[config.mk]
export PLATFORM = sky130hd
export DESIGN_NAME = teq_seq
export DESIGN_NICKNAME = d
export VERILOG_FILES = /design/src/hw/rtl/teq_pkg.sv /design/src/hw/rtl/teq_seq.sv
export SDC_FILE = /design/constraint.sdc
export NUM_CORES = 1
export LEC_CHECK = 0
export BUFFER_PORTS_ARGS = -buffer_cell sky130_fd_sc_hd__buf_4
export CORE_UTILIZATION = 39
export CTS_CLUSTER_SIZE = 14
export DETAILED_ROUTE_END_ITERATION = 10
export PLACE_DENSITY_LB_ADDON = 0.2
export SYNTH_ARGS = -nofsm -noshare
export SYNTH_HDL_FRONTEND = slang
export SYNTH_SLANG_ARGS = --single-unit
[constraint.sdc]
create_clock -name clk -period 4.7 [get_ports clk]
set_input_delay 0.94 -clock clk [delete_from_list [all_inputs] [get_ports clk]]
set_output_delay 0.94 -clock clk [all_outputs]
set_load 0.005 [all_outputs]
[src/hw/rtl/teq_pkg.sv]
package teq_pkg;

  localparam int CAPACITY = 256;
  localparam int IDX_W    = $clog2(CAPACITY);
  localparam int TIME_W   = 32;
  localparam int ID_W     = 4;
  localparam int SEQ_W    = 16;

  typedef logic [IDX_W-1:0]  idx_t;
  typedef logic [TIME_W-1:0] evt_time_t;

  localparam idx_t LAST_IDX = idx_t'(CAPACITY - 1);

  localparam logic OP_INSERT = 1'b0;
  localparam logic OP_POP    = 1'b1;

  typedef enum logic [1:0] {
    ST_INSERTED = 2'd0,
    ST_FULL     = 2'd1,
    ST_POPPED   = 2'd2,
    ST_EMPTY    = 2'd3
  } status_t;

  // packed as sequence, origin, receiver, sender (msb to lsb)
  typedef struct packed {
    logic [SEQ_W-1:0] sequence_number;
    logic [ID_W-1:0]  origin_id;
    logic [ID_W-1:0]  receiver_id;
    logic [ID_W-1:0]  sender_id;
  } hdr_t;

  typedef struct packed {
    logic      rd_en;
    idx_t      rd_addr;
    logic      wr_en;
    idx_t      wr_addr;
    evt_time_t wr_time;
    hdr_t      wr_hdr;
    logic      clr_en;
    idx_t      clr_addr;
  } store_req_t;

  typedef struct packed {
    logic      rd_valid;
    evt_time_t rd_time;
    hdr_t      rd_hdr;
  } store_rsp_t;

  typedef struct packed {
    status_t   status;
    evt_time_t evt_time;
    hdr_t      hdr;
  } result_t;

endpackage

[src/hw/rtl/teq_seq.sv]
module teq_seq (
  input  logic                 clk,
  input  logic                 rst_n,
  input  logic                 in_valid,
  output logic                 in_ready,
  input  logic                 in_op,
  input  teq_pkg::evt_time_t   in_time,
  input  teq_pkg::hdr_t        in_hdr,
  output logic                 res_valid,
  input  logic                 res_ready,
  output teq_pkg::result_t     res,
  output teq_pkg::store_req_t  req,
  input  teq_pkg::store_rsp_t  rsp
);

  typedef enum logic [1:0] {
    S_IDLE,
    S_SCAN,
    S_DONE
  } state_t;

  state_t             state_r,     state_nxt;
  logic               issuing_r,   issuing_nxt;
  logic               pend_r,      pend_nxt;
  logic               pend_last_r, pend_last_nxt;
  logic               found_r,     found_nxt;
  teq_pkg::idx_t      idx_r,       idx_nxt;
  teq_pkg::idx_t      pend_idx_r,  pend_idx_nxt;
  teq_pkg::idx_t      best_idx_r,  best_idx_nxt;
  teq_pkg::evt_time_t best_time_r, best_time_nxt;
  teq_pkg::hdr_t      best_hdr_r,  best_hdr_nxt;
  logic               op_r,        op_nxt;
  teq_pkg::evt_time_t ins_time_r,  ins_time_nxt;
  teq_pkg::hdr_t      ins_hdr_r,   ins_hdr_nxt;
  teq_pkg::result_t   res_r,       res_nxt;
  logic               cand;

  // single comparator shared over the whole scan
  assign cand = rsp.rd_valid && (!found_r || (rsp.rd_time < best_time_r));

  always_comb begin
    state_nxt     = state_r;
    issuing_nxt   = issuing_r;
    pend_nxt      = pend_r;
    pend_last_nxt = pend_last_r;
    found_nxt     = found_r;
    idx_nxt       = idx_r;
    pend_idx_nxt  = pend_idx_r;
    best_idx_nxt  = best_idx_r;
    best_time_nxt = best_time_r;
    best_hdr_nxt  = best_hdr_r;
    op_nxt        = op_r;
    ins_time_nxt  = ins_time_r;
    ins_hdr_nxt   = ins_hdr_r;
    res_nxt       = res_r;
    req           = '0;

    unique case (state_r)
      S_IDLE: begin
        if (in_valid) begin
          op_nxt       = in_op;
          ins_time_nxt = in_time;
          ins_hdr_nxt  = in_hdr;
          idx_nxt      = '0;
          issuing_nxt  = 1'b1;
          pend_nxt     = 1'b0;
          found_nxt    = 1'b0;
          state_nxt    = S_SCAN;
        end
      end
      S_SCAN: begin
        if (issuing_r) begin
          req.rd_en     = 1'b1;
          req.rd_addr   = idx_r;
          pend_nxt      = 1'b1;
          pend_idx_nxt  = idx_r;
          pend_last_nxt = (idx_r == teq_pkg::LAST_IDX);
          if (idx_r == teq_pkg::LAST_IDX) begin
            issuing_nxt = 1'b0;
          end else begin
            idx_nxt = idx_r + 1'b1;
          end
        end else begin
          pend_nxt = 1'b0;
        end

        if (pend_r) begin
          if (op_r == teq_pkg::OP_INSERT) begin
            if (!rsp.rd_valid) begin
              req.wr_en   = 1'b1;
              req.wr_addr = pend_idx_r;
              req.wr_time = ins_time_r;
              req.wr_hdr  = ins_hdr_r;
              res_nxt     = '{status: teq_pkg::ST_INSERTED, evt_time: '0, hdr: '0};
              issuing_nxt = 1'b0;
              pend_nxt    = 1'b0;
              state_nxt   = S_DONE;
            end else if (pend_last_r) begin
              res_nxt   = '{status: teq_pkg::ST_FULL, evt_time: '0, hdr: '0};
              state_nxt = S_DONE;
            end
          end else begin
            if (cand) begin
              found_nxt     = 1'b1;
              best_idx_nxt  = pend_idx_r;
              best_time_nxt = rsp.rd_time;
              best_hdr_nxt  = rsp.rd_hdr;
            end
            if (pend_last_r) begin
              state_nxt = S_DONE;
              if (found_nxt) begin
                req.clr_en   = 1'b1;
                req.clr_addr = best_idx_nxt;
                res_nxt      = '{status: teq_pkg::ST_POPPED, evt_time: best_time_nxt,
                                 hdr: best_hdr_nxt};
              end else begin
                res_nxt = '{status: teq_pkg::ST_EMPTY, evt_time: '0, hdr: '0};
              end
            end
          end
        end
      end
      S_DONE: begin
        if (res_ready) begin
          state_nxt = S_IDLE;
        end
      end
      default: begin
        state_nxt = S_IDLE;
      end
    endcase
  end

  always_ff @(posedge clk) begin
    if (!rst_n) begin
      state_r   <= S_IDLE;
      issuing_r <= 1'b0;
      pend_r    <= 1'b0;
      found_r   <= 1'b0;
    end else begin
      state_r   <= state_nxt;
      issuing_r <= issuing_nxt;
      pend_r    <= pend_nxt;
      found_r   <= found_nxt;
    end
    pend_last_r <= pend_last_nxt;
    idx_r       <= idx_nxt;
    pend_idx_r  <= pend_idx_nxt;
    best_idx_r  <= best_idx_nxt;
    best_time_r <= best_time_nxt;
    best_hdr_r  <= best_hdr_nxt;
    op_r        <= op_nxt;
    ins_time_r  <= ins_time_nxt;
    ins_hdr_r   <= ins_hdr_nxt;
    res_r       <= res_nxt;
  end

  assign in_ready  = (state_r == S_IDLE);
  assign res_valid = (state_r == S_DONE);
  assign res       = res_r;

endmodule

==> summary.txt, run 1 <==
GRT
  • GRT Resource Usage Total: 0.183
  • First-pass GRT wire length: 37800 um
  • Grt ovf: 0
  • Largest net degree at the start of global routing: 89
  • Initial antenna violation count: 0
  • Vias in the first global route: 6904

Power and ir drop
  • Max rail drop VDD: 0.256 mV
  • Leakage: 0.00540 uW
  • PwrDens: 322 nW/um2

Finish
  • Area grow syn2layout: 30.6%
  • Layout net count: 1204
  • Most common library cell in the layout ignoring fill and taps: buf_4
  • # diodes: 0
  • Cell area after layout: 13100 um2
  • Fin util: 0.520
  • Share of layout cells above drive strength 1: 0.349
  • Commonest non-fill, non-tap cells in the layout: buf_4, edfxtp_1, nand2_1

CTS
  • CTS sink count: 213
  • Clock buffers created by TritonCTS: 23
  • Clk Latency, worst-skew pair: 0.51 ns
  • CTS tree: done
  • Clock Path Buffers: 3
  • PostCTS Resize Cnt: 0
  • CTS root buf: clkbuf_16
  • Postcts setup bufs: 0
  • H-tree depth: 1
  • Clk pin slew, worst setup/hold paths: 0.06 ns
  • Cts hold-fix bufs: 0

Critical path
  • Crit path DAT: 2.96 ns
  • Slowest cell on the critical path: o311ai_4
  • R2r endpoint: best_hdr_r[27]
  • Worst path cell trace: buf_4 > ha_1 > o21ai_0 > nor2_1 > o311a_1 > o311ai_4 > nand4_1 > o21ai_0 > buf_4
  • CP endpoint kind: output pin
  • FF-to-FF setup slack: 1.47 ns
  • R2R depth: 9
  • FF-to-FF Start: best_time_r[1]
  • Required @ worst endpoint: 3.76 ns
  • Crit Path Class: primary input to output pin
  • Critical Path Source Type: primary input
  • Crit-path max cell delay: 0.56 ns
  • Crit path max fanout: 10

Place
  • GP Congestion: 0.739
  • DP HPWL: 16400 um
  • IO Port Bufs: 276
  • Placement Cell Area: 12400 um2

Logic synthesis
  • Async SR Flop Fraction: 0
  • Synth top area cells: edfxtp_1, mux2_4, and2_1, ha_1, o21ai_0
  • Mapped Cells: 780
  • Yosys top cell area share: 0.622
  • Post-synth EDFFs: 208
  • Post-Syn Nets: 938
  • Synth cell types: 48
  • Syn avg cell area: 12.9 um2
  • Synth Register Bits: 213
  • Yosys top cell by area: edfxtp_1
  • Seq/Total Area, Yosys: 0.632
  • Synth Flop Type: edfxtp_1
  • Synthesized area: 10000 um2
  • Yosys warns: 0

Routing
  • Vias per inst: 5.05
  • WL final: 24500 um
  • DRC: 0
  • Via count: 7016
  • Initial DRC Count: 517
  • Remaining antenna violation count: 0
  • M1 WL: 10400 um
  • Max Used Layer: met4
  • WL met3: 2110 um
  • Avg WL per Cell: 17.6 um
  • Wire length on met2: 11500 um
  • DR pass1 iterations: 5

STA
  • Period utilisation layout: 0.830
  • Worst-Margin Slew: 0.910 ns
  • Final hold vios: 0
  • Worst Clk Skew: 0.0151 ns
  • Final max-slew violation count: 0
  • Unrepaired setup endpoints after global routing: no
  • Hold_ws: 0.516 ns
  • Worst rel slew slack: 0.393
  • Fin crit period: 3.90 ns
  • Setup TNS: 0 ns
  • Final Setup Violations: 0
  • FMAX: 0.256 GHz

Floorplanning
  • Initial Utilization: 0.398
  • Die width: 162 um
  • Row count: 58
  • Ports: 277
  • DIE AREA: 26400 um2
  • Core Area: 25300 um2
  • Chip height: 162 um

Flow run
  • Max-Cap Viols: 0

Min path
  • Hold_sp: state_r[1]
  • Hold Path Class: flop to flop
  • Hold path endpoint: state_r[0]
  • Hold path depth: 1

Outcome
  • Outcome: finished clean
Yosys cell counts, types with 2 or more instances:
cell type and instances:
edfxtp_1 208, nand2_1 81, and2_1 69, o21ai_0 69
nand4_1 39, inv_1 36, nand3_1 36, mux2_4 34
ha_1 32, a21boi_0 24, clkbuf_1 24, a21oi_1 16
nor2_1 16, buf_2 12, and3_1 11, a21boi_1 8
clkbuf_2 6, nor2b_1 6, dfxtp_1 5, o21ai_1 5
o21a_1 4, xor2_1 4, buf_12 3, mux2_2 3
nor3_1 3, and4_1 2, nor3b_1 2, xnor2_1 2
layer usage:
layer  vias up  GRT usage
li1       3396          -
met4         0     0.0437
met5         -          0
met1      3334      0.242
met3        33     0.0553
met2       253      0.295
power by group:
group | switching [uW] | total [uW] | internal (uW)
combinational | 169 | 331 | 162
sequential | 28.7 | 2180 | 2150
clock | 717 | 1720 | 1000
total | 915 | 4230 | 3320
metrics by stage:
step / setup slack (ns) / instances / power, uW
after floorplan: 0.440 / 780 / 2400
after global placement: 0.808 / 1351 / 2550
after detailed placement: 0.767 / 1351 / 2560
after CTS: 0.810 / 1390 / 4280
after global routing: 0.636 / 1390 / 4390
final: 0.800 / 1390 / 4230
cell type report:
type                            instances  area, um2
Tap cell                              330        413
Sequential cell                       213       6350
Clock buffer                           26        587
Fill cell                            2200      12100
Multi-Input combinational cell        484       3350
Inverter                               36        135
Timing Repair Buffer                  288       2170
Clock inverter                         13        115
registers in the layout, summed over array words and instances (netlist names):
register and cells:
pend_last_r 1, res 62, state_r 2, op_r 1
pend_idx_r 8, ins_hdr_r 28, ins_time_r 32, pend_r 1
best_hdr_r 28, found_r 1, idx_r 8, best_time_r 32
best_idx_r 8, issuing_r 1
worst max path at each step:
| stage | endpoint | startpoint | cells after the start |
|---|---|---|---|
| 2_1_floorplan | res[0] | rsp[60] | 3 |
| 3_3_place_gp | best_hdr_r[27] | rsp[55] | 9 |
| 3_5_place_dp | best_hdr_r[27] | rsp[55] | 9 |
| 4_1_cts | req[6] | rsp[59] | 8 |
| 5_1_grt | req[6] | rsp[29] | 9 |
| 6_report | req[6] | rsp[29] | 9 |
cell families (layout without fill, tap and decap cells):
group / after synthesis / after routing / synth area share
and+or+nand+nor: 271 / 271 / 0.144
buffers and inverters: 83 / 363 / 0.0392
adders and majority gates: 32 / 32 / 0.0399
DFF: 213 / 213 / 0.632
muxes: 37 / 37 / 0.0542
xor gates and xnor gates: 6 / 6 / 0.00523
AOI/OAI and AO/OA: 138 / 138 / 0.0856
critical path, delay by kind of cell:
| family | cells | cell delay [ns] |
|---|---|---|
| AO/OA/AOI/OAI | 4 | 1.23 |
| adder cells (fa/ha/maj) | 1 | 0.27 |
| buffers and inverters | 2 | 0.27 |
| AND/OR/NAND/NOR | 2 | 0.23 |
(Power assumes the default switching activity.)
==> inputs of run 2 (changes only) <==
--- a/config.mk
+++ b/config.mk
@@ -5,6 +5,7 @@
 export SDC_FILE = /design/constraint.sdc
 export NUM_CORES = 1
 export LEC_CHECK = 0
+export ABC_AREA = 1
 export BUFFER_PORTS_ARGS = -buffer_cell sky130_fd_sc_hd__buf_4
 export CORE_UTILIZATION = 39
 export CTS_CLUSTER_SIZE = 14
==> constraint.sdc (replaced) <==
create_clock -name clk -period 4.1 [get_ports clk]
set_input_delay 0.82 -clock clk [delete_from_list [all_inputs] [get_ports clk]]
set_output_delay 0.82 -clock clk [all_outputs]
set_load 0.005 [all_outputs]
==> summary.txt, run 2 <==
CTS
  • CTS sink count: 213 (unchanged)
  • Clock Path Buffers: 3 (unchanged)
  • CTS root buf: clkbuf_16 (unchanged)
  • Clk pin slew, worst setup/hold paths: 0.06 ns (about the same)
  • CTS tree: done (unchanged)
  • Clock buffers created by TritonCTS: 25 (was 23)
  • H-tree depth: 1 (unchanged)
  • Postcts setup bufs: 0 (unchanged)
  • Cts hold-fix bufs: 0 (unchanged)
  • PostCTS Resize Cnt: 0 (unchanged)
  • Clk Latency, worst-skew pair: 0.51 ns (about the same)

Routing
  • Vias per inst: 4.42 (was 5.05)
  • Remaining antenna violation count: 0 (unchanged)
  • Initial DRC Count: 404 (was 517)
  • DRC: 0 (unchanged)
  • DR pass1 iterations: 5 (unchanged)
  • Via count: 7410 (was 7016)
  • WL final: 23100 um (was 24500 um)
  • Avg WL per Cell: 13.8 um (was 17.6 um)

Floorplanning
  • Ports: 277 (unchanged)
  • Die width: 162 um (about the same)
  • Initial Utilization: 0.397 (was 0.398)
  • Chip height: 162 um (about the same)
  • Row count: 58 (unchanged)
  • DIE AREA: 26200 um2 (was 26400 um2)
  • Core Area: 25100 um2 (was 25300 um2)

GRT
  • Vias in the first global route: 7387 (was 6904)
  • First-pass GRT wire length: 36600 um (was 37800 um)
  • Largest net degree at the start of global routing: 70 (was 89)
  • Grt ovf: 0 (unchanged)
  • Initial antenna violation count: 0 (unchanged)
  • GRT Resource Usage Total: 0.177 (was 0.183)

STA
  • Unrepaired setup endpoints after global routing: no (unchanged)
  • Fin crit period: 3.63 ns
  • Final max-slew violation count: 0 (unchanged)
  • Setup TNS: 0 ns (unchanged)
  • Worst rel slew slack: 0.184 (was 0.393)
  • FMAX: 0.276 GHz
  • Final Setup Violations: 0 (unchanged)
  • Period utilisation layout: 0.884
  • Final hold vios: 0 (unchanged)
  • Worst Clk Skew: 0.0176 ns (was 0.0151 ns)
  • Worst-Margin Slew: 1.21 ns (was 0.910 ns)

Logic synthesis
  • Seq/Total Area, Yosys: 0.636 (was 0.632)
  • Async SR Flop Fraction: 0 (unchanged)
  • Yosys warns: 0 (unchanged)
  • Synth top area cells: edfxtp_1, inv_1, nor2_1, nand2_1, ha_1 (was edfxtp_1, mux2_4, and2_1, ha_1, o21ai_0)
  • Top cells by count, synth: inv_1, edfxtp_1, nor2_1 (was edfxtp_1, nand2_1, and2_1, o21ai_0, nand4_1)
  • Most numerous cell in the Yosys netlist: inv_1 (was edfxtp_1)
  • Yosys top cell by area: edfxtp_1 (unchanged)
  • Syn avg cell area: 9.50 um2 (was 12.9 um2)
  • Synth Flop Type: edfxtp_1 (unchanged)
  • Mapped Cells: 1051 (was 780)
  • Post-Syn Nets: 1209 (was 938)
  • Synthesized area: 9980 um2 (was 10000 um2)
  • Yosys top cell area share: 0.626 (was 0.622)
  • Synth cell types: 25 (was 48)
  • Synth Register Bits: 213 (unchanged)
  • Post-synth EDFFs: 208 (unchanged)

Critical path
  • Crit path DAT: 2.81 ns (was 2.96 ns)
  • Crit Path Class: primary input to output pin (unchanged)
  • Required @ worst endpoint: 3.28 ns (was 3.76 ns)
  • Critical Path Source Type: primary input (unchanged)
  • Crit path max fanout: 15 (was 10)
  • CP endpoint kind: output pin (unchanged)

Place
  • GP Congestion: 0.841 (was 0.739)
  • DP HPWL: 15900 um (was 16400 um)
  • IO Port Bufs: 276 (unchanged)

Finish
  • Share of layout cells above drive strength 1: 0.244 (was 0.349)
  • Filler Cell Count: 2334 (was 2200)
  • Commonest non-fill, non-tap cells in the layout: inv_1, buf_4, edfxtp_1 (was buf_4, edfxtp_1, nand2_1)
  • Area grow syn2layout: 31.3% (was 30.6%)
  • Layout net count: 1488 (was 1204)
  • Most common library cell in the layout ignoring fill and taps: inv_1 (was buf_4)
  • Largest register FFs: 62 (unchanged)
  • # diodes: 0 (unchanged)

Flow run
  • Max-Cap Viols: 0 (unchanged)

Power and ir drop
  • Max rail drop VDD: 0.336 mV (was 0.256 mV)
  • PwrDens: 371 nW/um2 (was 322 nW/um2)
  • Final Power: 4860 uW (was 4230 uW)
  • Leakage: 0.00659 uW (was 0.00540 uW)

Outcome
  • Outcome: finished clean (unchanged)

Min path
  • Hold Path Class: flop to flop (unchanged)
## run 2: layout make-up
type                    count  area (um2)  share of cell area
multi-input cells         507        2370               0.181
well taps                 330         413              0.0315
clock inverters            12        61.3             0.00468
clock buffers              32         652              0.0497
inverters                 296        1110              0.0848
repair buffers            287        2150               0.164
flip-flops and latches    213        6350               0.484
## run 2: cells by family (layout without fill, tap and decap cells)
kind of cell / count (synthesis) / count (layout) / share of synthesized area
and+or+nand+nor: 444 / 444 / 0.179
adders and majority gates: 32 / 32 / 0.0401
buffers and inverters: 331 / 627 / 0.129
AOI/OAI and AO/OA: 31 / 31 / 0.0167
DFF: 213 / 213 / 0.636
## run 2: final timing paths
| kind | from | endpoint | slack, ns | cells past startpoint |
|---|---|---|---|---|
| setup / recovery | rsp[49] | req[7] | 0.47 | 14 |
| hold / removal | idx_r[7] | pend_idx_r[7] | 0.44 | 0 |
| setup reg to reg | best_time_r[23] | res[22] | 1.12 | 14 |
| hold reg to reg | idx_r[7] | pend_idx_r[7] | 0.44 | 0 |
## run 2: per-layer routing
| layer | global-route usage | up-vias | wire (um) |
|---|---|---|---|
| li1 | - | 3775 | - |
| met1 | 0.216 | 3333 | 9420 |
| met2 | 0.300 | 265 | 11000 |
| met3 | 0.0536 | 37 | 2160 |
| met4 | 0.0553 | 0 | 535 |
| met5 | 0 | - | 0 |
## run 2: report_power, final
part           internal [uW]  switching, uW
registers               2480           24.4
clock network           1120            844
logic                    168            229
total                   3760           1100
## run 2: per-stage QoR
| stage | instances | setup WS (ns) | util | instance area (um2) | hold slack [ns] |
|---|---|---|---|---|---|
| after CTS | 1677 | 0.450 | 0.522 | 13100 | 0.449 |
| after global routing | 1677 | 0.200 | 0.522 | 13100 | 0.456 |
| after floorplan | 1051 | 0.819 | - | 9980 | 0.426 |
| after global placement | 1633 | 0.487 | 0.493 | 12400 | 0.434 |
| after detailed placement | 1633 | 0.469 | 0.493 | 12400 | 0.436 |
| final | 1677 | 0.475 | 0.522 | 13100 | 0.445 |
## run 2: critical path, stage by stage
cell,delay [ns]
buf_4,0.11
ha_1,0.30
a21oi_1,0.14
nor2_1,0.05
nor2_1,0.08
nand3_1,0.09
a21oi_1,0.20
nand2_1,0.10
nand2_2,0.24
nand2_2,0.24
nand2_1,0.13
nand2_1,0.07
nor2_1,0.09
buf_4,0.14
==> inputs of run 3 (changes only) <==
--- a/config.mk
+++ b/config.mk
@@ -7,10 +7,11 @@
 export LEC_CHECK = 0
 export ABC_AREA = 1
 export BUFFER_PORTS_ARGS = -buffer_cell sky130_fd_sc_hd__buf_4
-export CORE_UTILIZATION = 39
+export CORE_UTILIZATION = 45
 export CTS_CLUSTER_SIZE = 14
 export DETAILED_ROUTE_END_ITERATION = 10
 export PLACE_DENSITY_LB_ADDON = 0.2
+export SLEW_MARGIN = 25
 export SYNTH_ARGS = -nofsm -noshare
 export SYNTH_HDL_FRONTEND = slang
 export SYNTH_SLANG_ARGS = --single-unit
==> constraint.sdc (replaced) <==
create_clock -name clk -period 3.5 [get_ports clk]
set_input_delay 0.7 -clock clk [delete_from_list [all_inputs] [get_ports clk]]
set_output_delay 0.7 -clock clk [all_outputs]
set_load 0.005 [all_outputs]
==> summary.txt, run 3 (synthesis gave the netlist of run 2 again) <==
Finish
  • # diodes: 0 (unchanged)
  • Finished Layout Cells: 1624 (was 1677)
  • Filler Cell Count: 1854 (was 2334)
  • Most common library cell in the layout ignoring fill and taps: inv_1 (unchanged)
  • Commonest non-fill, non-tap cells in the layout: inv_1, buf_4, edfxtp_1 (unchanged)
  • Share of layout cells above drive strength 1: 0.246 (was 0.244)
  • Layout net count: 1486 (was 1488)
  • Largest register FFs: 62 (unchanged)
  • Area grow syn2layout: 31.5% (was 31.3%)

STA
  • Setup TNS: 0 ns (unchanged)
  • Fin crit period: 3.26 ns
  • Unrepaired setup endpoints after global routing: no (unchanged)
  • Worst Clk Skew: 0.0208 ns (was 0.0176 ns)
  • Final hold vios: 0 (unchanged)
  • Period utilisation layout: 0.932
  • Hold_ws: 0.355 ns (was 0.445 ns)
  • FMAX: 0.307 GHz
  • Worst-Margin Slew: 0.728 ns (was 1.21 ns)
  • Worst rel slew slack: 0.515 (was 0.184)
  • Final Setup Violations: 0 (unchanged)
  • Final max-slew violation count: 0 (unchanged)

GRT
  • GRT Resource Usage Total: 0.200 (was 0.177)
  • Initial antenna violation count: 0 (unchanged)
  • Vias in the first global route: 7251 (was 7387)
  • Grt ovf: 0 (unchanged)
  • First-pass GRT wire length: 35300 um (was 36600 um)
  • Largest net degree at the start of global routing: 70 (unchanged)

Place
  • DP HPWL: 15400 um (was 15900 um)
  • GP Congestion: 0.835 (was 0.841)
  • Cells after DPL: 1582 (was 1633)
  • IO Port Bufs: 276 (unchanged)

Routing
  • Via count: 7382 (was 7410)
  • Avg WL per Cell: 14.1 um (was 13.8 um)
  • Remaining antenna violation count: 0 (unchanged)
  • DRC: 0 (unchanged)
  • DR pass1 iterations: 5 (unchanged)
  • WL final: 22900 um (was 23100 um)
  • Vias per inst: 4.55 (was 4.42)
  • Initial DRC Count: 327 (was 404)

Flow run
  • Max-Cap Viols: 0 (unchanged)

CTS
  • Postcts setup bufs: 0 (unchanged)
  • PostCTS Resize Cnt: 0 (unchanged)
  • CTS sink count: 213 (unchanged)
  • Cts hold-fix bufs: 0 (unchanged)
  • CTS root buf: clkbuf_16 (unchanged)
  • Clock buffers created by TritonCTS: 24 (was 25)
  • Clk pin slew, worst setup/hold paths: 0.06 ns (about the same)
  • Clock Path Buffers: 3 (unchanged)
  • Clk Latency, worst-skew pair: 0.52 ns (was 0.51 ns)
  • CTS tree: done (unchanged)
  • H-tree depth: 1 (unchanged)

Floorplanning
  • DIE AREA: 22800 um2 (was 26200 um2)
  • Ports: 277 (unchanged)
  • Initial Utilization: 0.459 (was 0.397)
  • Die width: 151 um (was 162 um)
  • Row count: 54 (was 58)
  • Core Area: 21800 um2 (was 25100 um2)
  • Chip height: 151 um (was 162 um)

Critical path
  • Crit Path Class: flop to output pin (was primary input to output pin)
  • Crit path max fanout: 11 (was 15)
  • Crit path DAT: 2.56 ns (was 2.81 ns)
  • Critical Path Source Type: flop (was primary input)
  • CP endpoint kind: output pin (unchanged)
  • Required @ worst endpoint: 2.80 ns (was 3.28 ns)

Power and ir drop
  • Leakage: 0.00661 uW (was 0.00659 uW)
  • Max rail drop VDD: 0.436 mV (was 0.336 mV)
  • PwrDens: 449 nW/um2 (was 371 nW/um2)

Outcome
  • Outcome: finished clean (unchanged)

Min path
  • Hold Path Class: primary input to flop (was flop to flop)
==> run 3: changes by cell type in the layout (fill, tap and decap cells not counted) <==
| cell | change |
|---|---|
| clkbuf_1 | -5 |
| bufinv_16 | +3 |
| clkinvlp_4 | +3 |
| buf_4 | -2 |
| clkinv_2 | -2 |
| inv_6 | -2 |
| buf_12 | +1 |
| clkinv_1 | +1 |
| inv_2 | -1 |
| inv_4 | +1 |
==> run 3: final timing paths <==
path / from / endpoint / slack (ns) / cells past startpoint
hold / removal: in_time[15] / ins_time_r[15] / 0.36 / 1
setup / recovery: best_time_r[3] / req[0] / 0.24 / 16
hold reg to reg: idx_r[7] / pend_idx_r[7] / 0.45 / 0
setup reg to reg: best_time_r[15] / res[20] / 0.62 / 16
==> run 3: where the power goes <==
part | total (uW) | leakage [uW] | internal, uW | switching, uW
Sequential | 2930 | 0.00196 | 2900 | 29.7
Clock | 2500 | 0.000374 | 1510 | 989
Combinational | 467 | 0.00428 | 198 | 268
Total | 5900 | 0.00661 | 4610 | 1290
==> run 3: metal layers <==
metal	global-route usage	routed length, um
met2	0.347	11200
met3	0.0506	1990
met1	0.238	9020
met5	0	0
met4	0.0765	667
==> run 3: worst max-delay path, stage by stage (launching register included) <==
cell	delay, ns
edfxtp_1	0.38
inv_1	0.09
ha_1	0.24
a21oi_1	0.14
nand2_1	0.08
nand2_1	0.06
nand2_1	0.07
nand2_1	0.06
nand2_1	0.06
nand2_1	0.06
nand2_1	0.10
nand2_2	0.18
nand2_2	0.16
nand2_1	0.09
nand2_1	0.07
nor2_1	0.10
buf_4	0.12
==> run 3: layout make-up <==
cell class | count | area (um2) | area share
multi-input combinational | 507 | 2370 | 0.180
sequential | 213 | 6350 | 0.484
inverter | 296 | 1110 | 0.0849
timing repair buffer | 286 | 2160 | 0.165
clock inverter | 15 | 150 | 0.0114
clock buffer | 27 | 633 | 0.0483
tap | 280 | 350 | 0.0267
==> run 3: stage by stage <==
step                total power, uW   util  setup WS (ns)  cell area, um2
CTS                            5970  0.603          0.193           13100
global placement               3440  0.567          0.238           12300
finish                         5900  0.603          0.239           13100
floorplan                      3240      -          0.339            9980
global route                   6120  0.603         0.0157           13100
detailed placement             3450  0.567          0.167           12300
